--- src/gdn_pkg.sv ---
// Shared types, constants and the month-length function for the date normaliser.
// No dependencies.
package gdn_pkg;

   localparam int DAY_WIDTH_DEFAULT  = 16;
   localparam int YEAR_WIDTH_DEFAULT = 16;

   // working month holds up to 255 plus one carry
   localparam int MONTH_W = 9;
   // remainder of the year modulo the leap cycle
   localparam int REM_W   = 9;

   localparam int LEAP_CYCLE = 400;
   localparam int CENTURY    = 100;

   // cycles spent on the year-modulo-400 unit: quotient, then remainder
   localparam int MOD_CYCLES = 2;

   localparam logic [MONTH_W-1:0] MONTHS_PER_YEAR = MONTH_W'(12);
   localparam logic [MONTH_W-1:0] MONTH_FEB       = MONTH_W'(2);
   localparam logic [MONTH_W-1:0] MONTH_APR       = MONTH_W'(4);
   localparam logic [MONTH_W-1:0] MONTH_JUN       = MONTH_W'(6);
   localparam logic [MONTH_W-1:0] MONTH_SEP       = MONTH_W'(9);
   localparam logic [MONTH_W-1:0] MONTH_NOV       = MONTH_W'(11);

   localparam logic [4:0] DAYS_LONG     = 5'd31;
   localparam logic [4:0] DAYS_SHORT    = 5'd30;
   localparam logic [4:0] DAYS_FEB_LEAP = 5'd29;
   localparam logic [4:0] DAYS_FEB      = 5'd28;

   typedef struct packed {
      logic [15:0] in_day;
      logic [7:0]  in_month;
      logic [15:0] in_year;
   } req_data_type;

   typedef struct packed {
      logic [4:0]  out_day;
      logic [3:0]  out_month;
      logic [15:0] out_year;
      logic        year_overflow;
   } rsp_data_type;

   typedef struct packed {
      logic load;
      logic mod_step;
      logic pass_step;
      logic out_load;
   } cmd_type;

   typedef struct packed {
      logic pass_more;
   } status_type;

   // Months outside one to twelve count as long months.
   function automatic logic [4:0] month_len(input logic [MONTH_W-1:0] month,
                                            input logic leap);
      logic [4:0] len;
      unique case (month) inside
         MONTH_APR, MONTH_JUN, MONTH_SEP, MONTH_NOV: len = DAYS_SHORT;
         MONTH_FEB: len = leap ? DAYS_FEB_LEAP : DAYS_FEB;
         default: len = DAYS_LONG;
      endcase
      return len;
   endfunction

endpackage

--- src/gdn_datapath.sv ---
// Datapath of the date normaliser: working day/month/year registers, the
// year-modulo-400 unit and the result register. Uses gdn_pkg.
module gdn_datapath #(
   parameter int DAY_WIDTH  = gdn_pkg::DAY_WIDTH_DEFAULT,
   parameter int YEAR_WIDTH = gdn_pkg::YEAR_WIDTH_DEFAULT
) (
   input  logic                  clock,
   input  gdn_pkg::req_data_type req_data,
   input  gdn_pkg::cmd_type      cmd,
   output gdn_pkg::status_type   status,
   output gdn_pkg::rsp_data_type rsp_data
);

   localparam int MW = gdn_pkg::MONTH_W;
   localparam int RW = gdn_pkg::REM_W;

   // year / 400 fits in YEAR_WIDTH-8 bits; reciprocal with YEAR_WIDTH+9 fraction bits
   localparam int QW    = YEAR_WIDTH - 8;
   localparam int MUL_K = YEAR_WIDTH + 9;
   localparam int PW    = 2 * YEAR_WIDTH + 1;
   localparam logic [YEAR_WIDTH:0] RECIP =
      (YEAR_WIDTH+1)'(((64'd1 << MUL_K) + 64'(gdn_pkg::LEAP_CYCLE - 1)) /
                      64'(gdn_pkg::LEAP_CYCLE));

   logic [DAY_WIDTH-1:0]  day_ff, day_in;
   logic [MW-1:0]         month_ff, month_in;
   logic [YEAR_WIDTH-1:0] year_ff, year_in;
   logic [QW-1:0]         quot_ff, quot_in;
   logic [RW-1:0]         rem_ff, rem_in;
   logic                  ovf_ff, ovf_in;
   gdn_pkg::rsp_data_type rsp_data_ff, rsp_data_in;

   logic [31:0]           day_wide, year_wide, year_cur_wide;
   logic                  leap;
   logic [4:0]            len;
   logic [DAY_WIDTH-1:0]  len_ext;
   logic                  day_over, month_over;
   logic [MW-1:0]         month_step;
   logic [PW-1:0]         prod;
   logic [YEAR_WIDTH-1:0] quot_scaled, rem_full;

   assign day_wide      = 32'(req_data.in_day);
   assign year_wide     = 32'(req_data.in_year);
   assign year_cur_wide = 32'(year_ff);

   // Leap test on the remainder: 4 divides 400, so the low bits decide.
   assign leap = (rem_ff == '0) ||
                 ((rem_ff[1:0] == 2'b00) &&
                  (rem_ff != RW'(gdn_pkg::CENTURY)) &&
                  (rem_ff != RW'(2 * gdn_pkg::CENTURY)) &&
                  (rem_ff != RW'(3 * gdn_pkg::CENTURY)));

   assign len        = gdn_pkg::month_len(month_ff, leap);
   assign len_ext    = DAY_WIDTH'(len);
   assign day_over   = day_ff > len_ext;
   assign month_over = month_ff > gdn_pkg::MONTHS_PER_YEAR;
   assign month_step = day_over ? month_ff + MW'(1) : month_ff;

   assign prod        = PW'(year_ff) * PW'(RECIP);
   assign quot_scaled = YEAR_WIDTH'(quot_ff) * YEAR_WIDTH'(gdn_pkg::LEAP_CYCLE);
   assign rem_full    = year_ff - quot_scaled;

   assign status.pass_more = day_over || month_over;

   always_comb begin
      day_in      = day_ff;
      month_in    = month_ff;
      year_in     = year_ff;
      quot_in     = quot_ff;
      rem_in      = rem_ff;
      ovf_in      = ovf_ff;
      rsp_data_in = rsp_data_ff;
      if (cmd.load) begin
         day_in   = day_wide[DAY_WIDTH-1:0];
         month_in = MW'(req_data.in_month);
         year_in  = year_wide[YEAR_WIDTH-1:0];
         rem_in   = '0;
         ovf_in   = 1'b0;
      end else if (cmd.mod_step) begin
         // quotient by reciprocal multiplication; the remainder is valid after the second step
         quot_in = prod[MUL_K+QW-1:MUL_K];
         rem_in  = rem_full[RW-1:0];
      end else if (cmd.pass_step) begin
         day_in   = day_over ? day_ff - len_ext : day_ff;
         month_in = month_step;
         if (month_step > gdn_pkg::MONTHS_PER_YEAR) begin
            month_in = month_step - gdn_pkg::MONTHS_PER_YEAR;
            if (year_ff == '1) begin
               // saturate: year and remainder hold
               ovf_in = 1'b1;
            end else begin
               year_in = year_ff + YEAR_WIDTH'(1);
               rem_in  = (rem_ff == RW'(gdn_pkg::LEAP_CYCLE - 1)) ? '0 : rem_ff + RW'(1);
            end
         end
      end
      if (cmd.out_load) begin
         rsp_data_in.out_day       = day_ff[4:0];
         rsp_data_in.out_month     = month_ff[3:0];
         rsp_data_in.out_year      = year_cur_wide[15:0];
         rsp_data_in.year_overflow = ovf_ff;
      end
   end

   always_ff @(posedge clock) begin
      day_ff      <= day_in;
      month_ff    <= month_in;
      year_ff     <= year_in;
      quot_ff     <= quot_in;
      rem_ff      <= rem_in;
      ovf_ff      <= ovf_in;
      rsp_data_ff <= rsp_data_in;
   end

   assign rsp_data = rsp_data_ff;

endmodule

--- src/gdn_controller.sv ---
// Controller of the date normaliser: sequences load, modulo steps, carry
// passes and the result transfer. Uses gdn_pkg command and status types.
module gdn_controller (
   input  logic                clock,
   input  logic                reset,
   input  logic                req_valid,
   output logic                req_stall,
   output logic                rsp_valid,
   input  logic                rsp_stall,
   input  gdn_pkg::status_type status,
   output gdn_pkg::cmd_type    cmd
);

   localparam int CNT_W = 1;

   typedef enum logic [1:0] {
      ST_IDLE,
      ST_MOD,
      ST_PASS
   } state_type;

   state_type        state_ff, state_in;
   logic [CNT_W-1:0] cnt_ff, cnt_in;
   logic             rsp_valid_ff, rsp_valid_in;
   logic             slot_free;

   assign slot_free = !rsp_valid_ff || !rsp_stall;

   always_comb begin
      state_in = state_ff;
      cnt_in   = cnt_ff;
      cmd      = '0;
      unique case (state_ff)
         ST_IDLE: begin
            if (req_valid) begin
               cmd.load = 1'b1;
               cnt_in   = CNT_W'(gdn_pkg::MOD_CYCLES - 1);
               state_in = ST_MOD;
            end
         end
         ST_MOD: begin
            cmd.mod_step = 1'b1;
            if (cnt_ff == '0) begin
               state_in = ST_PASS;
            end else begin
               cnt_in = cnt_ff - CNT_W'(1);
            end
         end
         ST_PASS: begin
            if (status.pass_more) begin
               cmd.pass_step = 1'b1;
            end else if (slot_free) begin
               cmd.out_load = 1'b1;
               state_in     = ST_IDLE;
            end
         end
         default: state_in = ST_IDLE;
      endcase
   end

   always_comb begin
      if (cmd.out_load) begin
         rsp_valid_in = 1'b1;
      end else if (!rsp_stall) begin
         rsp_valid_in = 1'b0;
      end else begin
         rsp_valid_in = rsp_valid_ff;
      end
   end

   always_ff @(posedge clock) begin
      if (reset) begin
         state_ff     <= ST_IDLE;
         cnt_ff       <= '0;
         rsp_valid_ff <= 1'b0;
      end else begin
         state_ff     <= state_in;
         cnt_ff       <= cnt_in;
         rsp_valid_ff <= rsp_valid_in;
      end
   end

   assign req_stall = (state_ff != ST_IDLE);
   assign rsp_valid = rsp_valid_ff;

endmodule

--- src/gregorian_date_normalizer_unit.sv ---
// Top level of the Gregorian date normaliser: controller plus datapath.
// Depends on gdn_pkg, gdn_controller and gdn_datapath.
//
//   channel   direction  handshake             payload
//   req       in         req_valid/req_stall   gdn_pkg::req_data_type
//   rsp       out        rsp_valid/rsp_stall   gdn_pkg::rsp_data_type
//
// An item goes through the load, the year-modulo-400 unit, the carry passes
// (one month subtracted per pass, up to about 2200 for a 16-bit day) and
// the result transfer; the modulo unit gives quotient, then remainder.
// Reset is synchronous and clears the controller; the result register is
// free and the input channel is ready on the cycle after reset.
// A stalled result holds in its register while the next item is taken in;
// the next result waits in the working registers until the register is free.
module gregorian_date_normalizer_unit #(
   parameter int DAY_WIDTH  = gdn_pkg::DAY_WIDTH_DEFAULT,
   parameter int YEAR_WIDTH = gdn_pkg::YEAR_WIDTH_DEFAULT
) (
   input  logic                  clock,
   input  logic                  reset,
   input  logic                  req_valid,
   output logic                  req_stall,
   input  gdn_pkg::req_data_type req_data,
   output logic                  rsp_valid,
   input  logic                  rsp_stall,
   output gdn_pkg::rsp_data_type rsp_data
);

   gdn_pkg::cmd_type    cmd;
   gdn_pkg::status_type status;

   gdn_controller u_controller (
      .clock     (clock),
      .reset     (reset),
      .req_valid (req_valid),
      .req_stall (req_stall),
      .rsp_valid (rsp_valid),
      .rsp_stall (rsp_stall),
      .status    (status),
      .cmd       (cmd)
   );

   gdn_datapath #(
      .DAY_WIDTH (DAY_WIDTH),
      .YEAR_WIDTH(YEAR_WIDTH)
   ) u_datapath (
      .clock    (clock),
      .req_data (req_data),
      .cmd      (cmd),
      .status   (status),
      .rsp_data (rsp_data)
   );

endmodule

--- config.mk ---
export PLATFORM = sky130hd
export DESIGN_NAME = gregorian_date_normalizer_unit
export DESIGN_NICKNAME = d
export VERILOG_FILES = /design/src/gdn_pkg.sv /design/src/gdn_datapath.sv /design/src/gdn_controller.sv /design/src/gregorian_date_normalizer_unit.sv
export SDC_FILE = /design/constraint.sdc
export NUM_CORES = 1
export LEC_CHECK = 0
export BUFFER_PORTS_ARGS = -buffer_cell sky130_fd_sc_hd__buf_2
export CORE_MARGIN = 2
export CORE_UTILIZATION = 55
export CTS_BUF_LIST = sky130_fd_sc_hd__clkbuf_8
export CTS_CLUSTER_DIAMETER = 50
export DETAILED_ROUTE_END_ITERATION = 16
export GPL_TIMING_DRIVEN = 0
export PLACE_DENSITY = 0.78
export RECOVER_POWER = 100
export SYNTH_ARGS = -nofsm -noshare
export SYNTH_HDL_FRONTEND = slang
export SYNTH_SLANG_ARGS = --single-unit
export TNS_END_PERCENT = 100
--- constraint.sdc ---
create_clock -name clock -period 5.1 [get_ports clock]
set_input_delay 0.255 -clock clock [delete_from_list [all_inputs] [get_ports clock]]
set_output_delay 0.255 -clock clock [all_outputs]
set_load 0.01 [all_outputs]
# == Word-level counts from Yosys, hierarchy flattened ==
# Cells that the tools add are included.
# word_totals
input_bits,44
reg_bits,89
out_inout_bits,28
# classes
n_reduce_logical,28
bitwise,2
muxes,38
add_sub_neg,7
multipliers,2
n_lt_le_gt_ge,3
n_eq_ne,20
# op_table
operator,count
$mux 16,9
$mux 9,7
$mul 16x17->33 const B,1
$mux 8,3
$add 9x1->9 const B,2
$eq 9x3->1 const B,2
$eq 9x4->1 const B,2
$gt 9x4->1 const B,2
$add 16x1->16 const B,1
$eq 16x16->1 const B,1
$gt 16x5->1,1
$sub 16x5->16,1
$reduce_bool 2->1,7
$reduce_and 4->1,3
$mux 1,11
$mux 2,5
$ne 2x2->1 const B,5
$pmux 5 s2,1
$eq 9x2->1 const B,1
$eq 9x9->1 const B,1
$logic_not 9->1,1
$ne 9x7->1 const B,1
$ne 9x8->1 const B,1
$ne 9x9->1 const B,1
17 further kinds,30

# == Depth between registers and ports, before layout ==
# Gate-level depths: netlist of the first run.
# depth
ltp_word,14
ltp_mapped,22

# == By module ==
# Synthesis of the first run repeated with hierarchy kept, for this count alone.
# unflattened
hier_cells,891
area_unflattened_um2,9167.5
# modules_own_cells
mod,seq_area_each_um2,area_each_um2,cells_per_inst,instances
gdn_datapath,2352.3,8963.6,867,1
gdn_controller,80.1,203.9,24,1

# == Worst setup path after synthesis of the first run ==
# Ideal clock, no wire load.
# synth_path
kind,register to register
from,register u_datapath.year_ff[1]
to,"register u_datapath.quot_ff[4], data pin"
path_buffers,0
period_less_slack_ps,5626
required_ps,4840
path_stages_with_launch,19
slack_ps,-526
arrival_ps,5366
setup_ps,260
path_cell_list,edfxtp_1 > fa_1 > inv_1 > fa_1 > inv_1 > fa_1 > ha_1 > fa_1 > inv_1 > fa_1 > inv_1 > ha_1 > a21o_1 > a21o_1 > a221oi_1 > o211ai_1 > or4_1 > a31oi_1 > xnor2_1
# synth_between
elab_chain_cells,1
# synth_lines
item,line,rtl
"start, declared",gdn_datapath.sv:27,"logic [YEAR_WIDTH-1:0] year_ff, year_in;"
"start signal, assigned",gdn_datapath.sv:108,year_ff <= year_in;
$mul 16x17->33,gdn_datapath.sv:59,assign prod = PW'(year_ff) * PW'(RECIP);
net u_datapath.prod[29],gdn_datapath.sv:39,logic [PW-1:0] prod;
"end signal, assigned",gdn_datapath.sv:109,quot_ff <= quot_in;
"end, declared",gdn_datapath.sv:28,"logic [QW-1:0] quot_ff, quot_in;"
# The timed path passes the listed nets, and every way through them passes these cells.
# A chain may end at the register's enable or synchronous reset.

# == Worst setup path after layout of the first run ==
# layout_path
from,register u_datapath.year_ff[3]
to,"register u_datapath.quot_ff[4], data pin"
# Same word-level chain as after synthesis.

==> key figures, run 1 <==
Status
  – Run status: finished, violations left
  – Failing checks: setup timing

Clocking
  – CTS tree: done
  – CTS clk-pin slew, worst paths: 0.09 ns
  – Root buffer selected by CTS: clkbuf_8
  – CTS sink cnt: 86
  – CTS Buffer Depth: 2
  – CTS H-Tree Depth: 3
  – CTS buffer count: 9
  – Clk_lat worst skew: 0.37 ns
  – CTS Hold Bufs: 0

Place
  – Placed instance area: 9790 µm²
  – Gp weighted congestion: 0.957
  – Dpl cells: 1173
  – Port buffer count: 71
  – Post-DP HPWL: 16800 µm
  – Place WS: -1.24 ns

Hold path
  – Hold WC Path Type: input pin to register

Drt
  – Wirelength per Cell: 19.1 µm
  – DR pass1 iterations: 4
  – WL final: 23700 µm
  – Vias per cell: 5.59
  – DR iter-0 viols: 533
  – DR vias: 6938
  – DR DRC count: 0
  – Routed Antenna Nets: 0

STA
  – RSZ-0062 raised after global routing: yes
  – Tcrit/Tclk final: 114%
  – Fin. max-slew vios: 0
  – Max Freq: 172 MHz
  – Final Hold Viols: 0
  – Hold slack: 0.105 ns
  – Max-slew headroom at the worst pin: 37.4%
  – Worst setup margin: -0.711 ns
  – Clock skew: 0.0124 ns
  – Setup Viol. Count Final: 5
  – Worst-Margin Slew: 0.929 ns
  – Tmin final: 5.81 ns

Yosys
  – Synth Register Bits: 86
  – YS warnings: 0
  – Number of flops mapped to enable cells by yosys: 71
  – Count leader, synth: inv_1
  – Mapped Area: 9060 µm²
  – Synth area leaders: edfxtp_1 24%, fa_1 22%, ha_1 19%
  – Most instantiated cells after synthesis: 172 x inv_1, 135 x ha_1, 98 x fa_1
  – Cell count after synthesis: 883
  – Sequential cell area fraction in the yosys report: 26.8%
  – FFs w/ async S/R, synth: 0%
  – Synth Area per Inst: 10.3 µm²
  – Synth area leader: edfxtp_1
  – Synth cell types: 57
  – Top cell type's share of synthesized area: 23.5%
  – Synth Flop Type: edfxtp_1
  – Syn_nets: 1160

Die
  – Initial Util: 56.6%
  – Die W: 132 µm
  – Core area: 16000 µm²
  – Row Count: 46
  – Die Y: 132 µm
  – # IOs: 72
  – Die footprint: 17500 µm²

GRT
  – Number of global-route vias before repair: 7366
  – Overflow after GRT: 0
  – First-pass GRT wire length: 37600 µm
  – Largest net degree at the start of global routing: 17
  – Initial antenna violation count: 0
  – Total track usage: 27.5%

Setup path
  – CP arrival: 5.93 ns
  – Crit path required time: 5.22 ns
  – Setup crit start kind: register
  – Crit Path Category: register to register
  – Crit-path max FO: 4
  – Crit path capture type: register

Final layout
  – Final cell count without fillers: 1242
  – Final Cell Area: 10700 µm²
  – Antenna fix cells: 0
  – Nets: 1298
  – Layout cells sized above 1: 20.9%
  – Area grow syn2layout: 18.3%

Job
  – Max_cap viols: 0
## layout by cell type, fill, tap and decap left out, types with 3 or more instances in the layout
cell / instances
inv_1: 154
ha_1: 118
fa_1: 82
buf_2: 71
edfxtp_1: 71
nand2_1: 67
xnor2_1: 47
o21ai_0: 43
nor2_1: 39
buf_4: 37
clkbuf_1: 25
a21oi_1: 23
nand3_1: 20
fa_2: 16
ha_4: 16
inv_2: 15
dfxtp_1: 15
nand4_1: 13
xor2_1: 13
nor3_1: 12
buf_6: 11
clkbuf_8: 9
a21o_1: 8
nor4_1: 7
nor2b_1: 5
mux2i_1: 5
and3_1: 4
nand2b_1: 3
and2_1: 3
or2_2: 3
o211ai_1: 3
or3_1: 3
a211oi_2: 3
o221ai_1: 3
bufinv_16: 3
## metal layers
metal	global-route usage, %	part of all wire, %	vias to the layer above
li1	-	-	3207
met1	35.6	40	3370
met2	45.3	49	285
met3	5.38	6.6	76
met4	11.6	4.1	0
met5	0	0	-
## final cells by class
class | count | area, µm²
inverters | 172 | 654
clock inverters | 7 | 120
flip-flops and latches | 86 | 2430
plain buffers | 17 | 71.3
well taps | 216 | 270
fillers | 1200 | 5270
repair buffers | 127 | 779
multi-input cells | 608 | 6270
clock buffers | 9 | 124
## critical path, stage by stage (launching register included)
cell and delay, ns:
edfxtp_1 0.51, fa_2 0.65, inv_2 0.05, fa_2 0.51, inv_1 0.05, fa_1 0.46
ha_1 0.31, fa_1 0.48, inv_1 0.05, fa_1 0.49, inv_2 0.05, ha_4 0.20
a21o_1 0.14, a21o_1 0.18, a221oi_4 0.32, o211ai_1 0.26, or4_1 0.54, a31oi_1 0.20
xnor2_1 0.10
## flip-flops by register name (all words and copies together) (netlist names)
name,count
u_datapath.year_ff,16
u_datapath.day_ff,16
u_controller.cnt_ff,1
u_datapath.rsp_data,26
u_datapath.month_ff,9
u_controller.rsp_valid,1
u_controller.state_ff,2
u_datapath.ovf_ff,1
u_datapath.rem_ff,9
u_datapath.quot_ff,5
## metrics by stage
| stage | setup TNS [ns] | utilization [%] |
|---|---|---|
| after floorplan | -0.652 | - |
| after global placement | -48.92 | 60.9 |
| after detailed placement | -5.34 | 61.2 |
| after CTS | -2.62 | 65.8 |
| after global routing | -3.82 | 67.0 |
| final | -2.79 | 67.0 |
## repair_timing
item,CTS,global route
setup endpoints to repair,21,33
pin swaps,33,51
gates resized for setup,31,39
buffers inserted,45,9
## cell families after synthesis
family                   Yosys count  synth area share, %
AO/OA/AOI/OAI                    106                 7.43
XOR/XNOR                          60                 5.80
adder cells (fa/ha/maj)          233                 40.3
buffers and inverters            189                 7.91
flip-flops                        86                 26.8
multiplexers                       5                0.552
AND/OR/NAND/NOR                  204                 11.2
## path summary, 6_finish.rpt
kind,start,endpoint,slack [ns],depth (start not counted)
max reg2reg,u_datapath.year_ff[3]$_DFFE_PP_,u_datapath.quot_ff[4]$_DFFE_PP_,-0.71,18
min reg2reg,u_datapath.ovf_ff$_SDFFE_PP0P_,u_datapath.rsp_data[0]$_DFFE_PP_,0.45,0
max,u_datapath.year_ff[3]$_DFFE_PP_,u_datapath.quot_ff[4]$_DFFE_PP_,-0.71,18
min,reset,u_controller.cnt_ff$_SDFFE_PP0P_,0.11,2
Power of run 1 is not shown: default switching activity piles up to over one toggle a cycle in this logic, so the estimate is an artifact.
==> inputs of run 2 (changes only) <==
CORE_MARGIN = 4   (was 2)
PLACE_DENSITY = 0.82   (was 0.78)
clock period = 4.9 ns   (was 5.1 ns; I/O delays follow)
==> key figures, run 2 (synthesis results as in run 1) <==
Status
  – Run status: finished, violations left
  – Failing checks: setup timing

Final layout
  – Final Core Density: 66.5%
  – Number of flip-flops in the largest register: 26
  – Nets: 1301
  – Antenna fix cells: 0
  – Most frequent cells in the layout: 162 x inv_1, 122 x ha_1, 86 x fa_1
  – Final Cell Area: 10600 µm²
  – Most common library cell in the layout ignoring fill and taps: inv_1
  – Layout cells sized above 1: 20.3%
  – Area grow syn2layout: 17.3%
  – Final cell count without fillers: 1245

STA
  – Fin. max-slew vios: 0
  – Setup Viol. Count Final: 5
  – Max-slew headroom at the worst pin: 46.2%
  – Worst-Margin Slew: 0.806 ns
  – Tcrit/Tclk final: 120%
  – Hold slack: 0.0873 ns
  – Tmin final: 5.86 ns
  – Clock skew: 0.0137 ns
  – Max Freq: 171 MHz
  – Worst setup margin: -0.957 ns
  – Final Hold Viols: 0
  – RSZ-0062 raised after global routing: yes

GRT
  – Total track usage: 25.6%
  – First-pass GRT wire length: 36400 µm
  – Overflow after GRT: 0
  – Initial antenna violation count: 0
  – Largest net degree at the start of global routing: 17
  – Number of global-route vias before repair: 7071

Setup path
  – Crit-path max cell delay: 0.55 ns
  – Cell mode on critical path: ha_1
  – Crit-path max FO: 5
  – Bufs and invs on worst path: 4
  – CP arrival: 5.97 ns
  – Crit path capture type: register
  – Crit Path Category: register to register
  – CP delay by family, top: adder cells
  – CP max stage cell: fa_1
  – Crit path required time: 5.02 ns
  – Worst path cell trace: buf_4 -> buf_4 -> ha_1 -> fa_1 -> ha_1 -> ha_1 -> fa_1 -> inv_2 -> fa_1 -> inv_1 -> ha_1 -> a21o_1 -> a21o_1 -> a21o_1 -> a221oi_4 -> o211ai_1 -> or4_4 -> a31oi_2 -> xnor2_1
  – Setup crit start kind: register

Clocking
  – CTS buffer count: 9
  – CTS Buffer Depth: 2
  – Clk_lat worst skew: 0.37 ns
  – CTS clk-pin slew, worst paths: 0.09 ns
  – CTS H-Tree Depth: 3
  – CTS tree: done
  – CTS sink cnt: 86
  – Root buffer selected by CTS: clkbuf_8
  – CTS Hold Bufs: 0

Die
  – Core area: 16000 µm²
  – Die Y: 136 µm
  – Initial Util: 56.6%
  – Die footprint: 18600 µm²
  – Row Count: 46
  – Die W: 136 µm
  – # IOs: 72

Drt
  – DR iter-0 viols: 678
  – WL final: 23400 µm
  – Routed Antenna Nets: 0
  – Vias per cell: 5.70
  – Wirelength per Cell: 18.8 µm
  – DR vias: 7098
  – DR DRC count: 0
  – DR pass1 iterations: 5

Place
  – Dpl cells: 1172
  – Post-DP HPWL: 17300 µm
  – Port buffer count: 71
  – Gp weighted congestion: 0.947
  – Placed instance area: 9800 µm²

Job
  – Max_cap viols: 0

Hold path
  – Hold WC Path Type: input pin to register
## run 2: worst register-to-register path: cells and delay by family, from the launching register on
kind / cells / cell delay (ns)
buffers and inverters: 4 / 0.42
AO/OA/AOI/OAI: 6 / 1.21
AND/OR/NAND/NOR: 1 / 0.54
XOR/XNOR: 1 / 0.10
adder cells (fa/ha/maj): 7 / 2.81
flip-flops: 1 / 0.51
## run 2: final timing paths
path                                 endpoint  slack, ns  depth (start not counted)                             from
max           u_datapath.quot_ff[4]$_DFFE_PP_      -0.96                         19  u_datapath.year_ff[6]$_DFFE_PP_
min          u_controller.cnt_ff$_SDFFE_PP0P_       0.09                          2                            reset
max reg2reg   u_datapath.quot_ff[4]$_DFFE_PP_      -0.96                         19  u_datapath.year_ff[6]$_DFFE_PP_
min reg2reg  u_datapath.rsp_data[0]$_DFFE_PP_       0.44                          0   u_datapath.ovf_ff$_SDFFE_PP0P_
## run 2: repair_timing
item / CTS / global route
endpoints found under the setup margin: 32 / 33
setup buffers: 42 / 15
gates resized for setup: 22 / 31
pin swaps: 8 / 14
## run 2: cell type report
class                      count  area, µm²
buffer                        17       71.3
clock buffer                   9        124
clock inverter                 7       57.6
fill                        1188       5370
inverter                     172        653
multi-input combinational    608       6210
sequential                    86       2430
tap                          216        270
timing repair buffer         130        818
## run 2: metrics by stage
step,TNS (ns),worst slack (ns)
finish,-3.77,-0.957
floorplan,-1.37,-0.578
detailed placement,-11.10,-1.33
global placement,-20.80,-1.25
CTS,-3.42,-0.976
global route,-4.73,-1.13
## run 2: per-layer routing
layer  part of all wire, %  global-route usage, %
met5                     0                      0
met4                   3.9                   10.9
met3                   7.4                   4.18
met2                    50                   42.8
met1                    39                   33.0
Power of run 2 is left out for the same reason.
==> inputs of run 3 (changes only) <==
REMOVE_ABC_BUFFERS = 1   (was unset)
==> key figures, run 3 (synthesis results as in run 1) <==
Die
  – Initial Util: 56.6%
  – Die footprint: 18600 µm²
  – Die Y: 136 µm
  – Core area: 16000 µm²
  – # IOs: 72
  – Row Count: 46
  – Die W: 136 µm

Clocking
  – Root buffer selected by CTS: clkbuf_8
  – CTS Hold Bufs: 0
  – CTS sink cnt: 86
  – Clk_lat worst skew: 0.37 ns
  – CTS clk-pin slew, worst paths: 0.09 ns
  – CTS buffer count: 9
  – CTS H-Tree Depth: 3
  – CTS tree: done
  – CTS Buffer Depth: 2

Drt
  – DR iter-0 viols: 500
  – DR vias: 7036
  – Routed Antenna Nets: 0
  – WL final: 23400 µm
  – Wirelength per Cell: 19.1 µm
  – DR DRC count: 0
  – DR pass1 iterations: 5
  – Vias per cell: 5.73

Final layout
  – Layout fillers: 1133
  – Area grow syn2layout: 16.4%
  – Nets: 1283
  – Most common library cell in the layout ignoring fill and taps: inv_1
  – Final Cell Area: 10600 µm²
  – Antenna fix cells: 0
  – Final Core Density: 66.0%
  – Most frequent cells in the layout: 157 x inv_1, 118 x ha_1, 85 x fa_1
  – Number of flip-flops in the largest register: 26
  – Layout cells sized above 1: 17.7%

Job
  – Max_cap viols: 1

Setup path
  – Crit Path Category: register to register
  – Crit path capture type: register
  – CP arrival: 6.02 ns
  – Setup crit start kind: register
  – Crit path required time: 5.01 ns
  – Crit-path max FO: 2

Place
  – Post-DP HPWL: 16500 µm
  – Placed instance area: 9690 µm²
  – Port buffer count: 71
  – Gp weighted congestion: 0.924

GRT
  – Largest net degree at the start of global routing: 36
  – Number of global-route vias before repair: 7220
  – Initial antenna violation count: 0
  – Overflow after GRT: 0
  – First-pass GRT wire length: 36900 µm
  – Total track usage: 25.6%

STA
  – Setup Viol. Count Final: 26
  – Clock skew: 0.0181 ns
  – Tcrit/Tclk final: 121%
  – Worst-Margin Slew: 1.54 ns
  – Fin. max-slew vios: 36
  – Worst setup margin: -1.01 ns
  – RSZ-0062 raised after global routing: yes
  – Max-slew headroom at the worst pin: -2.43%
  – Max Freq: 169 MHz
  – Hold slack: 0.0904 ns
  – Final Hold Viols: 0
  – Tmin final: 5.91 ns

Status
  – Run status: finished, violations left
  – Failing checks: capacitance limit, slew limit, setup timing

Hold path
  – Hold WC Path Type: input pin to register
==> run 3: worst max-delay path: stages (launching register included) <==
cell and delay (ns):
edfxtp_1 0.50, fa_2 0.65, inv_2 0.06, fa_2 0.38, fa_1 0.61, fa_2 0.52, fa_1 0.54, inv_1 0.05
fa_1 0.54, ha_4 0.22, o21ai_1 0.10, nor2_2 0.08, a221oi_4 0.35, o211ai_1 0.26, or4_4 0.49, a31oi_2 0.21
xnor2_1 0.09
==> run 3: final timing paths <==
check                           cells past startpoint  slack [ns]                       startpoint                                   to
worst max-delay path                               16       -1.01  u_datapath.year_ff[1]$_DFFE_PP_      u_datapath.quot_ff[4]$_DFFE_PP_
worst min register to register                      0        0.46   u_datapath.ovf_ff$_SDFFE_PP0P_     u_datapath.rsp_data[0]$_DFFE_PP_
worst max register to register                     16       -1.01  u_datapath.year_ff[1]$_DFFE_PP_      u_datapath.quot_ff[4]$_DFFE_PP_
worst min-delay path                                2        0.09                            reset  u_controller.rsp_valid$_SDFFE_PP0P_
==> run 3: metal layers <==
layer  GRT usage (%)  wire (µm)
met5               0          0
met4            12.9       1220
met3            5.77       1940
met2            43.1      11700
met1            31.1       8600
==> run 3: layout make-up <==
| type | count | area (µm²) | area share (%) |
|---|---|---|---|
| multi-input cells | 608 | 6220 | 59.0 |
| flip-flops and latches | 86 | 2430 | 23.0 |
| repair buffers | 129 | 748 | 7.09 |
| inverters | 172 | 652 | 6.18 |
| well taps | 216 | 270 | 2.56 |
| clock buffers | 9 | 124 | 1.17 |
| clock inverters | 7 | 103 | 0.972 |
==> run 3: stage by stage <==
step | cells | setup WS (ns) | setup TNS, ns
floorplan | 866 | -0.726 | -5.02
global placement | 1153 | -1.61 | -59.31
detailed placement | 1157 | -1.75 | -13.01
CTS | 1216 | -0.974 | -3.44
global route | 1227 | -1.13 | -15.42
finish | 1227 | -1.01 | -5.43
==> run 3: what timing repair did <==
item                                    4_1_cts  5_1_grt
endpoints found under the setup margin       23       31
resized for setup                            49       34
pin swaps                                    51       36
endpoints found under the hold margin         0        0
buffers inserted                             43       12
Power of run 3 is left out for the same reason.
